===== config.mk =====
export PLATFORM = sky130hd
export DESIGN_NAME = two_phase_relay_impulse_sequencer_top_flat
export DESIGN_NICKNAME = d
export VERILOG_FILES = /design/src/rtl/tpris_pkg.sv /design/src/rtl/tpris_if.sv /design/src/rtl/two_phase_relay_impulse_sequencer_top.sv /design/src/rtl/tpris_core.sv /design/src/flat_wrapper.sv
export SDC_FILE = /design/constraint.sdc
export NUM_CORES = 1
export LEC_CHECK = 0
export BUFFER_PORTS_ARGS = -buffer_cell sky130_fd_sc_hd__buf_2
export CAP_MARGIN = 15
export CELL_PAD_IN_SITES_DETAIL_PLACEMENT = 0
export CELL_PAD_IN_SITES_GLOBAL_PLACEMENT = 1
export CORE_MARGIN = 4
export CORE_UTILIZATION = 30
export DETAILED_ROUTE_END_ITERATION = 8
export GPL_TIMING_DRIVEN = 1
export PLACE_DENSITY = 0.56
export SYNTH_ARGS = -nofsm -noshare
export SYNTH_HDL_FRONTEND = slang
export SYNTH_HIERARCHICAL = 1
export SYNTH_SLANG_ARGS = --single-unit

===== constraint.sdc =====
create_clock -name clk -period 9.9 [get_ports clk]
set_clock_uncertainty 0.2 [all_clocks]
set_input_delay 0.495 -clock clk [delete_from_list [all_inputs] [get_ports clk]]
set_output_delay 0.495 -clock clk [all_outputs]
set_load 0.005 [all_outputs]

===== src/rtl/tpris_pkg.sv =====
// Shared types and constants for the two-phase relay impulse sequencer.
package tpris_pkg;

	localparam int HAND_STEPS  = 720;
	localparam int PLATE_STEPS = 64;
	localparam int HP_W        = 10;
	localparam int PP_W        = 6;
	localparam int TICK_W      = 16;
	localparam logic [TICK_W-1:0] PHASE_TICKS_RST = 16'd3000;

	typedef enum logic [1:0] {
		FN_TICK  = 2'd0,
		FN_HAND  = 2'd1,
		FN_PLATE = 2'd2,
		FN_STOP  = 2'd3
	} func_t;

	typedef enum logic [1:0] {
		PH_IDLE = 2'd0,
		PH_ONE  = 2'd1,
		PH_TWO  = 2'd2
	} phase_t;

	typedef enum logic [1:0] {
		KIND_NONE  = 2'd0,
		KIND_HAND  = 2'd1,
		KIND_PLATE = 2'd2
	} kind_t;

	typedef struct packed {
		logic [1:0]      func;
		logic [HP_W-1:0] start_position;
	} in_item_t;

	typedef struct packed {
		logic            accepted;
		logic            hand_even_relay;
		logic            hand_odd_relay;
		logic            plate_even_relay;
		logic            plate_odd_relay;
		logic [1:0]      phase_now;
		logic [1:0]      active_kind;
		logic            impulse_done;
		logic [HP_W-1:0] hand_position_now;
		logic [PP_W-1:0] plate_position_now;
	} out_item_t;

endpackage


===== src/rtl/tpris_if.sv =====
// Valid/ready channel interfaces for input and result transfers.
interface tpris_in_if;
	logic               valid;
	logic               ready;
	tpris_pkg::in_item_t data;

	modport source (output valid, output data, input ready);
	modport sink   (input valid, input data, output ready);
endinterface

interface tpris_out_if;
	logic                valid;
	logic                ready;
	tpris_pkg::out_item_t data;

	modport source (output valid, output data, input ready);
	modport sink   (input valid, input data, output ready);
endinterface


===== src/rtl/two_phase_relay_impulse_sequencer_top.sv =====
// A result is captured in the output register on its input transfer.
// Throughput: one item per cycle; input ready stays high while the result register
// is empty or being taken in the same cycle.
// Reset: arst_n clears phase, kind, elapsed count and positions, loads phase_ticks
// with 3000 and empties the result register.
module two_phase_relay_impulse_sequencer_top (
	input  logic                         clk,
	input  logic                         arst_n,
	tpris_in_if.sink                     in_ch,
	tpris_out_if.source                  out_ch,
	input  logic                         cfg_wr_en,
	input  logic [tpris_pkg::TICK_W-1:0] cfg_wr_data
);

	logic                 out_valid_q;
	tpris_pkg::out_item_t out_data_q;
	tpris_pkg::out_item_t result;
	logic                 step;

	assign in_ch.ready  = !out_valid_q || out_ch.ready;
	assign step         = in_ch.valid && in_ch.ready;
	assign out_ch.valid = out_valid_q;
	assign out_ch.data  = out_data_q;

	tpris_core u_core (
		.clk         (clk),
		.arst_n      (arst_n),
		.step        (step),
		.item        (in_ch.data),
		.cfg_wr_en   (cfg_wr_en),
		.cfg_wr_data (cfg_wr_data),
		.result      (result)
	);

	always_ff @(posedge clk or negedge arst_n) begin
		if (!arst_n) begin
			out_valid_q <= 1'b0;
		end else if (step) begin
			out_valid_q <= 1'b1;
		end else if (out_ch.ready) begin
			out_valid_q <= 1'b0;
		end
	end

	always_ff @(posedge clk) begin
		if (step) begin
			out_data_q <= result;
		end
	end

endmodule


===== src/rtl/tpris_core.sv =====
// Sequencer state and combinational next-state and result logic.
module tpris_core (
	input  logic                              clk,
	input  logic                              arst_n,
	input  logic                              step,
	input  tpris_pkg::in_item_t               item,
	input  logic                              cfg_wr_en,
	input  logic [tpris_pkg::TICK_W-1:0]      cfg_wr_data,
	output tpris_pkg::out_item_t              result
);

	tpris_pkg::phase_t                   phase_q, phase_d;
	tpris_pkg::kind_t                    kind_q, kind_d;
	logic [tpris_pkg::TICK_W-1:0]        elapsed_q, elapsed_d, elapsed_inc;
	logic [tpris_pkg::TICK_W-1:0]        phase_ticks_q;
	logic [tpris_pkg::HP_W-1:0]          hand_pos_q, hand_pos_d, hand_start, hand_next;
	logic [tpris_pkg::PP_W-1:0]          plate_pos_q, plate_pos_d, plate_start, plate_next;
	logic [tpris_pkg::PP_W-1:0]          plate_raw;
	logic                                acc, done, first, odd_on;

	assign elapsed_inc = (elapsed_q == '1) ? elapsed_q : elapsed_q + 1'b1;

	// start positions fit below twice the step count: one compare and subtract
	assign hand_start = ({1'b0, item.start_position} >= (tpris_pkg::HP_W+1)'(tpris_pkg::HAND_STEPS))
		? tpris_pkg::HP_W'({1'b0, item.start_position}
			- (tpris_pkg::HP_W+1)'(tpris_pkg::HAND_STEPS))
		: item.start_position;
	assign plate_raw   = item.start_position[tpris_pkg::PP_W-1:0];
	assign plate_start = ({1'b0, plate_raw} >= (tpris_pkg::PP_W+1)'(tpris_pkg::PLATE_STEPS))
		? tpris_pkg::PP_W'({1'b0, plate_raw} - (tpris_pkg::PP_W+1)'(tpris_pkg::PLATE_STEPS))
		: plate_raw;

	assign hand_next  = (hand_pos_q == tpris_pkg::HP_W'(tpris_pkg::HAND_STEPS - 1))
		? '0 : hand_pos_q + 1'b1;
	assign plate_next = ({1'b0, plate_pos_q} == (tpris_pkg::PP_W+1)'(tpris_pkg::PLATE_STEPS - 1))
		? '0 : plate_pos_q + 1'b1;

	always_comb begin
		phase_d     = phase_q;
		kind_d      = kind_q;
		elapsed_d   = elapsed_q;
		hand_pos_d  = hand_pos_q;
		plate_pos_d = plate_pos_q;
		acc         = 1'b0;
		done        = 1'b0;
		case (item.func)
			tpris_pkg::FN_TICK: begin
				if (phase_q != tpris_pkg::PH_IDLE) begin
					elapsed_d = elapsed_inc;
					if (elapsed_inc >= phase_ticks_q) begin
						elapsed_d = '0;
						if (phase_q == tpris_pkg::PH_ONE) begin
							phase_d = tpris_pkg::PH_TWO;
						end else begin
							phase_d = tpris_pkg::PH_IDLE;
							done    = 1'b1;
							if (kind_q == tpris_pkg::KIND_HAND) begin
								hand_pos_d = hand_next;
							end else begin
								plate_pos_d = plate_next;
							end
						end
					end
				end
			end
			tpris_pkg::FN_HAND: begin
				if (phase_q == tpris_pkg::PH_IDLE) begin
					kind_d     = tpris_pkg::KIND_HAND;
					hand_pos_d = hand_start;
					phase_d    = tpris_pkg::PH_ONE;
					elapsed_d  = '0;
					acc        = 1'b1;
				end
			end
			tpris_pkg::FN_PLATE: begin
				if (phase_q == tpris_pkg::PH_IDLE) begin
					kind_d      = tpris_pkg::KIND_PLATE;
					plate_pos_d = plate_start;
					phase_d     = tpris_pkg::PH_ONE;
					elapsed_d   = '0;
					acc         = 1'b1;
				end
			end
			default: begin
				phase_d   = tpris_pkg::PH_IDLE;
				kind_d    = tpris_pkg::KIND_NONE;
				elapsed_d = '0;
			end
		endcase
	end

	// relay drive follows the updated state
	assign first  = (phase_d == tpris_pkg::PH_ONE);
	assign odd_on = (hand_pos_d[0] == 1'b0) == first;

	always_comb begin
		result                    = '0;
		result.accepted           = acc;
		result.impulse_done       = done;
		result.phase_now          = phase_d;
		result.active_kind        = kind_d;
		result.hand_position_now  = hand_pos_d;
		result.plate_position_now = plate_pos_d;
		if (phase_d != tpris_pkg::PH_IDLE) begin
			if (kind_d == tpris_pkg::KIND_HAND) begin
				result.hand_odd_relay  = odd_on;
				result.hand_even_relay = !odd_on;
			end else if (kind_d == tpris_pkg::KIND_PLATE) begin
				result.plate_even_relay = first;
				result.plate_odd_relay  = !first;
			end
		end
	end

	always_ff @(posedge clk or negedge arst_n) begin
		if (!arst_n) begin
			phase_q       <= tpris_pkg::PH_IDLE;
			kind_q        <= tpris_pkg::KIND_NONE;
			elapsed_q     <= '0;
			hand_pos_q    <= '0;
			plate_pos_q   <= '0;
			phase_ticks_q <= tpris_pkg::PHASE_TICKS_RST;
		end else begin
			if (cfg_wr_en) begin
				phase_ticks_q <= cfg_wr_data;
			end
			if (step) begin
				phase_q     <= phase_d;
				kind_q      <= kind_d;
				elapsed_q   <= elapsed_d;
				hand_pos_q  <= hand_pos_d;
				plate_pos_q <= plate_pos_d;
			end
		end
	end

endmodule


===== src/flat_wrapper.sv =====
// flat-port wrapper written by rule: the top's interface ports become plain ports
module two_phase_relay_impulse_sequencer_top_flat 
  (clk, arst_n, cfg_wr_en, cfg_wr_data, in_ch_valid, in_ch_data, in_ch_ready, out_ch_valid, out_ch_data, out_ch_ready);
  tpris_in_if in_ch_i ();
  tpris_out_if out_ch_i ();
  input  logic clk;
  input  logic arst_n;
  input  logic cfg_wr_en;
  input  logic [tpris_pkg::TICK_W-1:0] cfg_wr_data;
  input wire logic [$bits(in_ch_i.valid)-1:0] in_ch_valid;
  input wire logic [$bits(in_ch_i.data)-1:0] in_ch_data;
  output wire logic [$bits(in_ch_i.ready)-1:0] in_ch_ready;
  output wire logic [$bits(out_ch_i.valid)-1:0] out_ch_valid;
  output wire logic [$bits(out_ch_i.data)-1:0] out_ch_data;
  input wire logic [$bits(out_ch_i.ready)-1:0] out_ch_ready;
  assign in_ch_i.valid = in_ch_valid;
  assign in_ch_i.data = in_ch_data;
  assign in_ch_ready = in_ch_i.ready;
  assign out_ch_valid = out_ch_i.valid;
  assign out_ch_data = out_ch_i.data;
  assign out_ch_i.ready = out_ch_ready;
  two_phase_relay_impulse_sequencer_top u_core (.clk(clk), .arst_n(arst_n), .in_ch(in_ch_i), .out_ch(out_ch_i), .cfg_wr_en(cfg_wr_en), .cfg_wr_data(cfg_wr_data));
endmodule

==> metrics.md <==
| Metric | Value |
|---|---|
| F_max | `0.1994 GHz` |
| Cell Area, Synth | `5042 µm²` |
| Hold_buf cts | `0` |
| Core area | `16520 µm²` |
| Crit path DAT | `5.08 ns` |
| 1st-pass router iterations | `4` |
| Slew Viols, Final | `0` |
| Vias in the first global route | `4198` |
| Total congestion overflow | `0` |
| Layout cells sized above 1 | `17.41%` |
| Max-cap viol count | `0` |
| Width of the die | `137.6 µm` |
| Largest net degree at the start of global routing | `54` |
| Post-CTS setup buffer count | `0` |
| Post-synthesis register bit count | `79` |
| Max incr delay on CP | `0.72 ns` |
| Synth-to-layout area growth | `15.43%` |
| Power density over cell area | `174.8 nW/µm²` |
| Vias | `4237` |
| First-pass GRT wire length | `22140 µm` |
| Antenna diodes | `0` |
| Worst skew pair latency | `0.35 ns` |
| HP Class | `input port to asynchronous set/reset pin` |
| Drc violations | `0` |
| Crit-path max FO | `11` |
| Layout Nets | `656` |
| TritonCTS Sinks | `79` |
| RSZ-0062 raised after global routing | `false` |
| Die area | `18950 µm²` |
| Overall Power | `1017 µW` |
| Clock transition at the registers of the reported paths | `0.06 ns` |
| Initial antenna violation count | `0` |
| Layout fillers | `1704` |
| Initial Utilization | `30.51%` |
| Crit path buf inv count | `0` |
| Sequential-to-total area share from yosys stat | `41.96%` |
| Main synth FF type | `dfrtp_1` |
| Synth warn | `6` |
| Vias/cell | `5.148` |
| Fin crit share | `50.65%` |
| Layout Utilization | `35.22%` |
| Drt initial violations | `318` |
| Fin. Hold Viols | `0` |
| GR Util All Layers | `14.97%` |
| Delay-heaviest family, CP | `simple AND/OR/NAND/NOR gates` |
| Crit Path Category | `register to register` |
| Worst vdd ir | `0.00009134 V` |
| CTS tree | `done` |
| Status | `finished clean` |
| Final HPWL from detailed placement | `9726 µm` |
| H-tree depth | `3` |
| Routed wire length | `13490 µm` |
| CP Launch Point | `u_core/u_core/elapsed_q[3]` |
| Routed WL per cell | `16.39 µm` |
| Setup crit end kind | `register` |
| Synth cell types | `69` |
| Final ANT Viol Nets | `0` |
| Asr flop ratio synth | `67.09%` |
| Gpl congestion | `0.8148` |
| TNS Setup | `0 ns` |
| IO Count | `61` |
| Syn nets | `612` |
| Startpoint Class | `register` |
| DIE HEIGHT | `137.6 µm` |
| Origin of the critical flop-to-flop path | `u_core/u_core/elapsed_q[3]` |
| Critical-path cell list | `and4_1 -> nand4_1 -> nor3_2 -> a31oi_1 -> and3_1 -> xor2_1 -> ha_1 -> a21oi_1 -> o21ai_0 -> a21oi_1 -> nand3_1 -> nor2_1 -> nand2_1 -> o21ai_0` |
| Core Rows | `47` |
| CTS buffer count | `9` |
| Mean Syn Cell Area | `9.102 µm²` |
| Leakage Power | `0.002518 µW` |
| Max clock buf depth | `2` |
| Critical path required time | `9.96 ns` |
| Endpoints failing setup | `0` |
| Fin crit period | `5.014 ns` |
| Post-synthesis cell count | `554` |
| Post-cts sizing count | `0` |
| Number of synthesized flops with an enable pin | `26` |
| Register Area | `2116 µm²` |
| Critical path's slowest cell | `nor2_1` |
| Commonest non-fill, non-tap cell in the layout | `nand2_1` |
| Worst-Margin Slew | `0.7622 ns` |
| Area occupied by multi-input gates | `2675 µm²` |
| Clock root buffer | `clkbuf_16` |
| PortBufs | `60` |
| Rel. slew slack | `49.00%` |
| Commonest non-fill, non-tap cells in the layout | `80 x nand2_1, 60 x buf_2, 54 x o21ai_0` |
## cell usage after synthesis, types with 4 or more instances
cell      number  area [µm²]
nand4_1        9       56.30
edfxtp_1      26       780.8
o211ai_1       5       37.54
mux2_2         5       56.30
mux2i_1        9       90.09
a31oi_1        7       43.79
dfrtp_1       46        1151
and2_1         6       37.54
a21o_1         9       67.56
nand3_1       20       100.1
nor2_1        30       112.6
clkbuf_1      23       86.33
ha_1          25       312.8
a22oi_1       11       82.58
nor3_1         5       25.02
nand2_1       80       300.3
and3_1         9       56.30
a21oi_1       26       130.1
o21ai_0       54       270.3
o31ai_1        5       37.54
inv_1         30       112.6
nand2b_1       9       56.30
a21boi_0       4       30.03
dfstp_2        7       183.9
a22o_1        12       105.1
xnor2_1       12       105.1
## stage by stage
| step | instance area (µm²) | hold slack [ns] | worst slack (ns) | std cells |
|---|---|---|---|---|
| 3_3_place_gp | 5520 | 0.2992 | 5.025 | 807 |
| 5_1_grt | 5821 | 0.1484 | 4.283 | 823 |
| 3_5_place_dp | 5520 | 0.3070 | 4.856 | 807 |
| 2_1_floorplan | 5042 | -0.0005910 | 5.747 | 554 |
| 4_1_cts | 5821 | 0.1335 | 4.832 | 823 |
| 6_report | 5821 | 0.09840 | 4.886 | 823 |
## where the power goes
group          leakage, µW  internal [µW]  switching, µW
combinational      0.00147           98.2            135
clock             0.000147            201            138
sequential        0.000902            390           55.7
## metal layers
metal | global-route usage [%] | vias to the layer above | routed length [µm] | part of all wire [%]
li1 | - | 2106 | - | -
met1 | 20.61 | 2045 | 6554 | 49
met2 | 23.48 | 69 | 6303 | 47
met3 | 2.593 | 17 | 397 | 2.9
met4 | 5.599 | 0 | 233 | 1.7
met5 | 0 | - | 0 | 0
## worst reg2reg max path: stages, from the launching register on
cell and delay (ns):
dfrtp_1 0.48, and4_1 0.30, nand4_1 0.16, nor3_2 0.38, a31oi_1 0.35, and3_1 0.32
xor2_1 0.15, ha_1 0.30, a21oi_1 0.15, o21ai_0 0.10, a21oi_1 0.60, nand3_1 0.45
nor2_1 0.72, nand2_1 0.11, o21ai_0 0.17
## cell type report
class / count / area share [%]
clock buffers: 14 / 4.923
clock inverters: 2 / 0.2365
inverters: 31 / 1.999
multi-input cells: 412 / 45.96
flip-flops and latches: 79 / 36.35
well taps: 220 / 4.729
repair buffers: 65 / 5.804
## worst paths after layout
kind / end / slack (ns) / cells after the start
hold reg to reg: u_core/u_core/phase_ticks_q[7] / 0.31 / 2
hold / removal: u_core/u_core/phase_ticks_q[1] / 0.1 / 2
setup reg to reg: u_core/u_core/elapsed_q[9] / 4.89 / 14
setup / recovery: u_core/u_core/elapsed_q[9] / 4.89 / 14
max in group asynchronous: u_core/u_core/hand_pos_q[7] / 8.89 / 2
min in group clk: u_core/u_core/phase_ticks_q[15] / 0.15 / 3
## flip-flops by register name, indices dropped and copies added, names as in the netlist
name / cells
u_core/out_ch.data: 26
u_core/out_ch.valid: 1
u_core/u_core/elapsed_q: 16
u_core/u_core/hand_pos_q: 10
u_core/u_core/kind_q: 2
u_core/u_core/phase_q: 2
u_core/u_core/phase_ticks_q: 16
u_core/u_core/plate_pos_q: 6
## cells by family after synthesis
kind of cell | after synthesis | share of synthesized area (%)
multiplexers | 14 | 2.903
buffers and inverters | 63 | 4.987
AND/OR/NAND/NOR | 193 | 18.98
flip-flops | 79 | 41.96
adder cells (fa/ha/maj) | 25 | 6.203
AO/OA/AOI/OAI | 165 | 22.36
XOR/XNOR | 15 | 2.606
No activity file was read; power rests on OpenSTA's default activity.
